### src/hdl/dugc_pkg.sv
// ----------------------------------------------------------------------------
// Dual ultrasonic gesture classifier - shared definitions
// Event and mode codes, register indexes, reset values and the fixed-point
// constants of the pulse-width to centimetre conversion.
// ----------------------------------------------------------------------------
package dugc_pkg;

    // Field widths
    localparam int ECHO_W  = 20;
    localparam int CM_W    = 8;
    localparam int EVENT_W = 4;
    localparam int MODE_W  = 2;
    localparam int CFG_IDX_W = 3;

    // Lock modes
    localparam logic [MODE_W-1:0] MODE_IDLE   = 2'd0;
    localparam logic [MODE_W-1:0] MODE_VOL    = 2'd1;
    localparam logic [MODE_W-1:0] MODE_BRIGHT = 2'd2;

    // Gesture events
    localparam logic [EVENT_W-1:0] EV_NONE     = 4'd0;
    localparam logic [EVENT_W-1:0] EV_NEWTAB   = 4'd1;
    localparam logic [EVENT_W-1:0] EV_CLOSE    = 4'd2;
    localparam logic [EVENT_W-1:0] EV_VOL_LOCK = 4'd3;
    localparam logic [EVENT_W-1:0] EV_VOL_UP   = 4'd4;
    localparam logic [EVENT_W-1:0] EV_VOL_DOWN = 4'd5;
    localparam logic [EVENT_W-1:0] EV_BR_LOCK  = 4'd6;
    localparam logic [EVENT_W-1:0] EV_BR_UP    = 4'd7;
    localparam logic [EVENT_W-1:0] EV_BR_DOWN  = 4'd8;

    // Configuration register indexes
    localparam logic [CFG_IDX_W-1:0] REG_MAX_DISTANCE = 3'd0;
    localparam logic [CFG_IDX_W-1:0] REG_FAR_THRESH   = 3'd1;
    localparam logic [CFG_IDX_W-1:0] REG_NEAR_THRESH  = 3'd2;
    localparam logic [CFG_IDX_W-1:0] REG_LOCK_LOW     = 3'd3;
    localparam logic [CFG_IDX_W-1:0] REG_LOCK_HIGH    = 3'd4;
    localparam logic [CFG_IDX_W-1:0] REG_RELEASE      = 3'd5;

    // Register reset values (cm)
    localparam logic [CM_W-1:0] RST_MAX_DISTANCE = 8'd60;
    localparam logic [CM_W-1:0] RST_FAR_THRESH   = 8'd45;
    localparam logic [CM_W-1:0] RST_NEAR_THRESH  = 8'd5;
    localparam logic [CM_W-1:0] RST_LOCK_LOW     = 8'd10;
    localparam logic [CM_W-1:0] RST_LOCK_HIGH    = 8'd20;
    localparam logic [CM_W-1:0] RST_RELEASE      = 8'd30;

    // cm = floor(us * 17 / 1000). Any width at or above CM_SAT_WIDTH gives
    // at least 256 cm, which always saturates. Below it the product fits in
    // 19 bits and floor(p / 1000) = (p * CM_RECIP) >> CM_SHIFT is exact
    // while p * 544 < 2^28.
    localparam int                CM_SCALE     = 17;
    localparam int                CM_SMALL_W   = 14;
    localparam int                CM_PROD_W    = 19;
    localparam logic [18:0]       CM_RECIP     = 19'd268436;
    localparam int                CM_SHIFT     = 28;
    localparam logic [ECHO_W-1:0] CM_SAT_WIDTH = 20'd15059;

endpackage

### src/hdl/dual_ultrasonic_gesture_classifier.sv
// ----------------------------------------------------------------------------
// Dual ultrasonic gesture classifier
// Converts left/right echo widths to distances and classifies hand gestures,
// with volume and brightness lock modes.
// ----------------------------------------------------------------------------
// Usage:
//   s_ channel carries one measurement pair per item: the left and right echo
//   pulse widths in microseconds. m_ channel returns exactly one result item
//   per input item: the gesture event, both saturated distances and the lock
//   mode after that measurement.
//   The cfg_wr_* port writes the six threshold registers; write only while
//   no item is in flight.
//   The input register takes the item; when the output is free, one pass of
//   conversion (a 19x19 reciprocal multiply per side), compare and mode
//   update writes the result register, which drives m_tvalid.
//   One item is taken every cycle for as long as the receiver takes results.
//   Reset clears both stages, the lock mode to idle and the registers to
//   their defaults. When the receiver stalls, the result holds in the output
//   register and the input register still takes one more item; s_tready
//   then drops until the result is taken.
// ----------------------------------------------------------------------------
module dual_ultrasonic_gesture_classifier #(
    parameter int ECHO_BITS = 20
) (
    input  logic                           aclk,
    input  logic                           aresetn,
    // Input items
    input  logic                           s_tvalid,
    output logic                           s_tready,
    input  logic [39:0]                    s_tdata,   // [19:0] echo_left_us, [39:20] echo_right_us
    // Result items
    output logic                           m_tvalid,
    input  logic                           m_tready,
    output logic [23:0]                    m_tdata,   // [3:0] gesture_event, [11:4] left_cm,
                                                      // [19:12] right_cm, [21:20] mode_now
    // Configuration
    input  logic                           cfg_wr_en,
    input  logic [dugc_pkg::CFG_IDX_W-1:0] cfg_wr_index,
    input  logic [dugc_pkg::CM_W-1:0]      cfg_wr_data
);
    import dugc_pkg::*;

    localparam logic [ECHO_W-1:0] ECHO_MASK =
        ECHO_W'((64'd1 << ECHO_BITS) - 64'd1);

    // Configuration registers
    logic [CM_W-1:0] max_distance_reg;
    logic [CM_W-1:0] far_threshold_reg;
    logic [CM_W-1:0] near_threshold_reg;
    logic [CM_W-1:0] lock_low_reg;
    logic [CM_W-1:0] lock_high_reg;
    logic [CM_W-1:0] release_distance_reg;

    // Pipeline registers
    logic              in_valid_reg;
    logic [ECHO_W-1:0] in_left_reg;
    logic [ECHO_W-1:0] in_right_reg;
    logic              out_valid_reg;
    logic [23:0]       out_data_reg;
    logic [MODE_W-1:0] mode_reg;

    logic               out_free;
    logic               advance;
    logic [CM_W-1:0]    left_cm;
    logic [CM_W-1:0]    right_cm;
    logic [EVENT_W-1:0] event_next;
    logic [MODE_W-1:0]  mode_next;

    function automatic logic [CM_W-1:0] echo_to_cm(input logic [ECHO_W-1:0] w,
                                                   input logic [CM_W-1:0]   ceil_cm);
        logic [CM_PROD_W-1:0]   p;
        logic [2*CM_PROD_W-1:0] prod;
        logic [CM_W-1:0]        q;
        p    = CM_PROD_W'(w[CM_SMALL_W-1:0]) * CM_PROD_W'(CM_SCALE);
        prod = (2*CM_PROD_W)'(p) * (2*CM_PROD_W)'(CM_RECIP);
        q    = CM_W'(prod >> CM_SHIFT);
        if (w >= CM_SAT_WIDTH || q > ceil_cm) begin
            return ceil_cm;
        end
        return q;
    endfunction

    assign out_free = !out_valid_reg || m_tready;
    assign advance  = in_valid_reg && out_free;
    assign s_tready = !in_valid_reg || out_free;
    assign m_tvalid = out_valid_reg;
    assign m_tdata  = out_data_reg;

    assign left_cm  = echo_to_cm(in_left_reg & ECHO_MASK, max_distance_reg);
    assign right_cm = echo_to_cm(in_right_reg & ECHO_MASK, max_distance_reg);

    // Classify the measurement against the current mode
    always_comb begin
        event_next = EV_NONE;
        mode_next  = mode_reg;
        unique case (mode_reg)
            MODE_VOL: begin
                priority if (left_cm > release_distance_reg) begin
                    mode_next = MODE_IDLE;
                end else if (left_cm < lock_low_reg) begin
                    event_next = EV_VOL_UP;
                end else if (left_cm > lock_high_reg) begin
                    event_next = EV_VOL_DOWN;
                end else begin
                    event_next = EV_NONE;
                end
            end
            MODE_BRIGHT: begin
                priority if (right_cm > release_distance_reg) begin
                    mode_next = MODE_IDLE;
                end else if (right_cm < lock_low_reg) begin
                    event_next = EV_BR_UP;
                end else if (right_cm > lock_high_reg) begin
                    event_next = EV_BR_DOWN;
                end else begin
                    event_next = EV_NONE;
                end
            end
            default: begin
                // idle, and the unreachable fourth code treated as idle
                mode_next = MODE_IDLE;
                priority if (left_cm > far_threshold_reg && right_cm > far_threshold_reg &&
                             left_cm < max_distance_reg && right_cm < max_distance_reg) begin
                    event_next = EV_NEWTAB;
                end else if (left_cm <= near_threshold_reg &&
                             right_cm <= near_threshold_reg) begin
                    event_next = EV_CLOSE;
                end else if (left_cm >= lock_low_reg && left_cm <= lock_high_reg &&
                             right_cm >= release_distance_reg) begin
                    event_next = EV_VOL_LOCK;
                    mode_next  = MODE_VOL;
                end else if (right_cm >= lock_low_reg && right_cm <= lock_high_reg &&
                             left_cm >= release_distance_reg) begin
                    event_next = EV_BR_LOCK;
                    mode_next  = MODE_BRIGHT;
                end else begin
                    event_next = EV_NONE;
                end
            end
        endcase
    end

    // Configuration writes
    always_ff @(posedge aclk) begin
        if (!aresetn) begin
            max_distance_reg     <= RST_MAX_DISTANCE;
            far_threshold_reg    <= RST_FAR_THRESH;
            near_threshold_reg   <= RST_NEAR_THRESH;
            lock_low_reg         <= RST_LOCK_LOW;
            lock_high_reg        <= RST_LOCK_HIGH;
            release_distance_reg <= RST_RELEASE;
        end else if (cfg_wr_en) begin
            unique case (cfg_wr_index)
                REG_MAX_DISTANCE: max_distance_reg     <= cfg_wr_data;
                REG_FAR_THRESH:   far_threshold_reg    <= cfg_wr_data;
                REG_NEAR_THRESH:  near_threshold_reg   <= cfg_wr_data;
                REG_LOCK_LOW:     lock_low_reg         <= cfg_wr_data;
                REG_LOCK_HIGH:    lock_high_reg        <= cfg_wr_data;
                REG_RELEASE:      release_distance_reg <= cfg_wr_data;
                default: ;
            endcase
        end
    end

    // Control state
    always_ff @(posedge aclk) begin
        if (!aresetn) begin
            in_valid_reg  <= 1'b0;
            out_valid_reg <= 1'b0;
            mode_reg      <= MODE_IDLE;
        end else begin
            if (s_tready) begin
                in_valid_reg <= s_tvalid;
            end
            if (advance) begin
                out_valid_reg <= 1'b1;
                mode_reg      <= mode_next;
            end else if (m_tready) begin
                out_valid_reg <= 1'b0;
            end
        end
    end

    // Payload: hold while stalled
    always_ff @(posedge aclk) begin
        if (s_tready && s_tvalid) begin
            in_left_reg  <= s_tdata[ECHO_W-1:0];
            in_right_reg <= s_tdata[2*ECHO_W-1:ECHO_W];
        end
        if (advance) begin
            out_data_reg <= {2'b00, mode_next, right_cm, left_cm, event_next};
        end
    end

endmodule

### config.mk
export PLATFORM = sky130hd
export DESIGN_NAME = dual_ultrasonic_gesture_classifier
export DESIGN_NICKNAME = d
export VERILOG_FILES = /design/src/hdl/dugc_pkg.sv /design/src/hdl/dual_ultrasonic_gesture_classifier.sv
export SDC_FILE = /design/constraint.sdc
export NUM_CORES = 1
export LEC_CHECK = 0
export CORE_UTILIZATION = 35
export CTS_CLUSTER_SIZE = 16
export DETAILED_ROUTE_END_ITERATION = 16
export DONT_BUFFER_PORTS = 1
export PLACE_DENSITY = 0.6
export SLEW_MARGIN = 20
export SYNTH_ARGS = -nofsm -noshare
export SYNTH_HDL_FRONTEND = slang
export SYNTH_SLANG_ARGS = --single-unit
export TNS_END_PERCENT = 100
### constraint.sdc
create_clock -name aclk -period 10.4 [get_ports aclk]
set_input_delay 0.52 -clock aclk [delete_from_list [all_inputs] [get_ports aclk]]
set_output_delay 0.52 -clock aclk [all_outputs]
set_load 0.01 [all_outputs]
==> qor.txt, run 1 <==
Outcome = completed
Top FF cell, synth = edfxtp_1
# IOs = 82
Hold Slack = 0.156 ns
Area Growth Syn to Fin = 23.8%
Max_cap viols = 0
GPL Wtd Cong = 0.924
Fin. max-slew vios = 0
Final antenna-violating net count = 0
Vias = 11.9k
Commonest cells in the netlist = ha_1 (449), inv_1 (317), nand2_1 (135)
Arrival time worst endpoint = 10.51 ns
Share of layout cells above drive strength 1 = 19.9%
Clock Tree Buf Depth = 2
Core Box Area = 43400 sq um
Critical Path RT = 10.60 ns
Synth Register Bits = 114
Worst rel slew slack = 33.5%
DPL Wire Length = 31600 microns
Top post-synthesis cells by area = ha_1 (36%), fa_1 (13%), edfxtp_1 (12%)
Slew @ Worst Pin = 0.998 ns
Syn Std Cell Area = 15500 sq um
Routed WL per cell = 15.8 microns
Vias in the first global route = 12.2k
Tot GR Track Use = 17.7%
Buffer and inverter count on the worst path = 7
Post-synth EDFFs = 62
Post-layout nets = 2444
Clock transition at path regs = 0.07 ns
Cell family with most CP delay = adder cells
Overflow after GRT = 0
First-pass GRT wire length = 61800 microns
Port bufs = 0
Largest net degree at the start of global routing = 41
Core Util, Final = 44.3%
Crit path time final = 10.31 ns
Diodes inserted = 0
CTS buffer count = 17
Post-Route WL = 38600 microns
Final setup viols = 0
RSZ-0062 raised after global routing = true
Via density = 4.89
Sequential element share of the synthesized area = 18.7%
Post-synth ARST share = 0%
Max Freq = 97.0 MHz
Die Ht = 213 microns
CTS tree = built
Cell variety after synth = 72
CP max FO = 7
Fin worst setup slack = 0.0921 ns
Chip width = 213 microns
DR pass1 iterations = 4
Initial Util = 35.8%
DRC viols = 0
Worst Setup Start Kind = flop
Post-synth top area cell = ha_1
YS warnings = 0
DR iter-0 viols = 432
Final hold violation count = 0
Rows = 76
Max reg flops = 22
H-tree levels = 4
Slowest-stage cell, CP = fa_1
CP Class = flop to flop
Hold crit path type = input pin to flop
Share of the synthesized area in the top cell type = 36.2%
Clk sinks = 114
Most frequent cell after synthesis = ha_1
Post-Syn Instances = 1628
# fillers = 4141
Slowest stage delay, CP = 0.52 ns
Final Skew = 0.0180 ns
Root buffer cell = clkbuf_16
Post-Place Worst Slack = -0.520 ns
Tcrit/Tclk final = 99.1%
Worst-Skew Late Latency = 0.46 ns
Die area = 45200 sq um
Endpoint class of the critical path = flop
Initial antenna violation count = 0
Mean Syn Cell Area = 9.53 sq um
## layout by cell type, fill, tap and decap left out, types with 7 or more instances in the layout
master     count
ha_1         424
inv_1        309
buf_4        191
nand2_1      132
fa_1         100
a21oi_1       67
edfxtp_1      62
dfxtp_1       52
nor2_1        44
a21o_1        29
nand4_1       28
o211ai_1      23
ha_4          23
nand3_1       22
o21ai_1       20
clkbuf_16     20
nor2b_1       19
a21oi_2       19
xnor2_1       19
o21a_1        18
o21ai_2       14
buf_6         12
nand2b_1      11
and3_1        11
o21ai_0       10
nor3_1         9
inv_2          9
and2_1         7
o21bai_1       7
## repair_timing
action / CTS / global route
buffers inserted: 26 / 20
endpoints found under the setup margin: 8 / 8
pin swaps: 74 / 103
gates resized for setup: 70 / 77
hold buffers: 0 / 0
## final timing paths
kind | start | endpoint | slack (ns) | depth (start not counted)
max | in_right_reg[5] | m_tdata[0] | 0.09 | 51
min | s_tdata[38] | in_right_reg[18] | 0.16 | 0
max reg2reg | in_right_reg[5] | m_tdata[0] | 0.09 | 51
min reg2reg | lock_high_reg[5] | lock_high_reg[5] | 0.45 | 2
## layout make-up
| class | instances | area (sq um) | area share, % |
|---|---|---|---|
| clock inverters | 10 | 90.1 | 0.469 |
| inverters | 318 | 1190 | 6.22 |
| multi-input cells | 1182 | 12200 | 63.4 |
| repair buffers | 204 | 1590 | 8.27 |
| clock buffers | 22 | 518 | 2.70 |
| well taps | 585 | 732 | 3.81 |
| flip-flops and latches | 114 | 2900 | 15.1 |
## cells by family (layout without fill, tap and decap cells)
group	after synthesis	after routing	share of synthesized area (%)
adder cells (fa/ha/maj)	551	551	49.4
flip-flops	114	114	18.7
buffers and inverters	333	554	8.10
other	1	2	0.0242
multiplexers	5	5	0.355
AO/OA/AOI/OAI	269	269	11.6
XOR/XNOR	34	34	1.92
AND/OR/NAND/NOR	321	321	9.92
## metrics by stage
stage                     setup TNS, ns  instance area, sq um  instances
after floorplan                       0                 15600       1629
after global placement            -1.81                 17400       2358
after detailed placement          -3.37                 17400       2358
after CTS                             0                 18600       2415
after global routing              -2.06                 19200       2435
final                                 0                 19200       2435
## metal layers
metal | share of wire (%) | wire [microns] | track usage [%]
met4 | 3.0 | 1180 | 7.00
met3 | 2.9 | 1130 | 2.87
met5 | 0 | 0 | 0
met2 | 48 | 18500 | 30.3
met1 | 46 | 17700 | 22.1
Power of run 1 is left out: the tool's default activity adds up to more than one toggle a clock period on the data nets, which glitch-free logic cannot reach.
==> run 2: changes to the inputs <==
--- a/config.mk
+++ b/config.mk
@@ -5,6 +5,7 @@
 export SDC_FILE = /design/constraint.sdc
 export NUM_CORES = 1
 export LEC_CHECK = 0
+export CORE_ASPECT_RATIO = 0.9
 export CORE_UTILIZATION = 35
 export CTS_CLUSTER_SIZE = 16
 export DETAILED_ROUTE_END_ITERATION = 16
==> run 2 against run 1 <==
Net effect:
- the flow now finishes with violations (negative setup slack)
- first-iteration DRC count is 9.3% higher
- non-clock buffer count fell by 11
- clock skew down 0.0076 ns
- cell area rose by 0.47%
- maximum frequency down 1.3%
- die area barely moved
- worst setup slack worse by 0.13 ns
- register-to-register slack got worse by 0.13 ns
- cell count is 0.16% lower
- critical path depth decreased by 2
- clock-buffer cell count fell by 3
- critical path type unchanged
- largest cell class unchanged
==> qor.txt, run 2 (synthesis gave the netlist of run 1 again) <==
Hold_buf cts = 0 (unchanged)
GPL Wtd Cong = 0.903 (was 0.924)
Fin worst setup slack = -0.0385 ns (was 0.0921 ns)
Clock Tree Buf Depth = 2 (unchanged)
Most frequent cells in the layout = ha_1 (415), inv_1 (304), buf_4 (179), nand2_1 (132), fa_1 (100) (was ha_1 (424), inv_1 (309), buf_4 (191), nand2_1 (132), fa_1 (100))
CP max FO = 5 (was 7)
Crit path time final = 10.44 ns (was 10.31 ns)
Chip width = 224 microns (was 213 microns)
CTS tree = built (unchanged)
Commonest non-fill, non-tap cell in the layout = ha_1 (unchanged)
Slew @ Worst Pin = 0.997 ns (was 0.998 ns)
DRC viols = 0 (unchanged)
Tcrit/Tclk final = 100% (was 99.1%)
Worst Setup Start Kind = flop (unchanged)
Endpoint class of the critical path = flop (unchanged)
Die area = 45200 sq um (about the same)
DR iter-0 viols = 472 (was 432)
Worst rel slew slack = 33.1% (was 33.5%)
Max layer used = met4 (unchanged)
Rows = 72 (was 76)
CTS buffer count = 17 (unchanged)
Die Ht = 202 microns (was 213 microns)
Met3 WL post-DR = 1030 microns (was 1130 microns)
Post-layout nets = 2433 (was 2444)
Port bufs = 0 (unchanged)
Final setup viols = 2 (was 0)
Arrival time worst endpoint = 10.62 ns (was 10.51 ns)
CP Class = flop to flop (unchanged)
Via density = 4.90 (was 4.89)
RSZ-0062 raised after global routing = true (unchanged)
Violated checks = negative setup slack
Largest net degree at the start of global routing = 41 (unchanged)
Outcome = finished with violations (was completed)
# IOs = 82 (unchanged)
Slowest-stage cell, CP = fa_1 (unchanged)
Initial antenna violation count = 0 (unchanged)
# fillers = 4109 (was 4141)
Max Freq = 95.8 MHz (was 97.0 MHz)
Root buffer cell = clkbuf_16 (unchanged)
DPL Wire Length = 31000 microns (was 31600 microns)
Max reg flops = 22 (unchanged)
H-tree levels = 4 (unchanged)
Diodes inserted = 0 (unchanged)
Area Growth Syn to Fin = 24.4% (was 23.8%)
Initial Util = 35.8% (about the same)
Post-Route WL = 38300 microns (was 38600 microns)
Metal-1 WL = 18500 microns (was 17700 microns)
Final hold violation count = 0 (unchanged)
Worst-Skew Late Latency = 0.44 ns (was 0.46 ns)
R2R setup slack = -0.04 ns (was 0.09 ns)
Fin. max-slew vios = 0 (unchanged)
Core Box Area = 43300 sq um (was 43400 sq um)
Final antenna-violating net count = 0 (unchanged)
Clock transition at path regs = 0.06 ns (was 0.07 ns)
Overflow after GRT = 0 (unchanged)
First-pass GRT wire length = 61400 microns (was 61800 microns)
Max_cap viols = 0 (unchanged)
Vias = 11.9k (about the same)
Hold crit path type = input pin to flop (unchanged)
Vias in the first global route = 12.1k (was 12.2k)
Slowest stage delay, CP = 0.50 ns (was 0.52 ns)
Final Skew = 0.0104 ns (was 0.0180 ns)
Tot GR Track Use = 17.1% (was 17.7%)
Hold Slack = 0.175 ns (was 0.156 ns)
Routed WL per cell = 15.7 microns (was 15.8 microns)
Met2 WL = 18100 microns (was 18500 microns)
Share of layout cells above drive strength 1 = 20.8% (was 19.9%)
Clk sinks = 114 (unchanged)
DR pass1 iterations = 5 (was 4)
Critical Path RT = 10.58 ns (was 10.60 ns)
==> run 2: cell count changes in the layout (fill, tap and decap cells not counted), sizes merged <==
cell / delta
bufinv: +1
buf: -12
inv: +1
clkinv: +1
clkbuf: -2
==> run 2: layout make-up <==
class                           count  area (sq um)  share of cell area [%]
Clock buffer                       19           454                    2.35
Timing Repair Buffer              193          1530                    7.92
Tap cell                          592           741                    3.84
Multi-Input combinational cell   1182         12300                    63.9
Inverter                          318          1190                    6.19
Sequential cell                   114          2900                    15.0
Clock inverter                     13           145                   0.752
==> run 2: metal layers <==
metal / vias to the layer above / GRT usage [%]
li1: 6020 / -
met4: 0 / 4.45
met3: 43 / 2.41
met1: 5680 / 22.8
met5: - / 0
met2: 171 / 28.9
==> run 2: worst paths after layout <==
check | cells after the start | endpoint | start
setup / recovery | 49 | m_tdata[21] | in_right_reg[1]
hold / removal | 0 | in_right_reg[5] | s_tdata[25]
setup reg to reg | 49 | m_tdata[21] | in_right_reg[1]
hold reg to reg | 2 | lock_low_reg[2] | lock_low_reg[2]
==> run 2: what timing repair did <==
| action | CTS | global route |
|---|---|---|
| pin swaps | 75 | 110 |
| endpoints found under the setup margin | 8 | 8 |
| cloned | 0 | 1 |
| gates resized for setup | 85 | 87 |
| buffers inserted | 18 | 33 |
==> run 2: per-stage QoR <==
step                      worst slack [ns]  util [%]  setup TNS, ns  cell area [sq um]  std cells
after floorplan                    0.00910         -              0              15600       1629
after global placement              -0.278      39.9          -1.50              17300       2347
after detailed placement            -0.548      39.9          -3.47              17300       2347
after CTS                          0.00373      42.8              0              18500       2397
after global routing                -0.527      44.5          -3.26              19300       2431
final                              -0.0385      44.5        -0.0713              19300       2431
==> run 2: critical path: cells and delay by family (launching register included) <==
family          cells  cell delay, ns
mux                 1            0.34
fa+ha+maj          10            3.45
compound gates     22            4.12
xor+xnor            1            0.16
simple gates        6            0.75
buf+inv             9            0.94
flops               1            0.40
Power of run 2 is left out for the same reason.
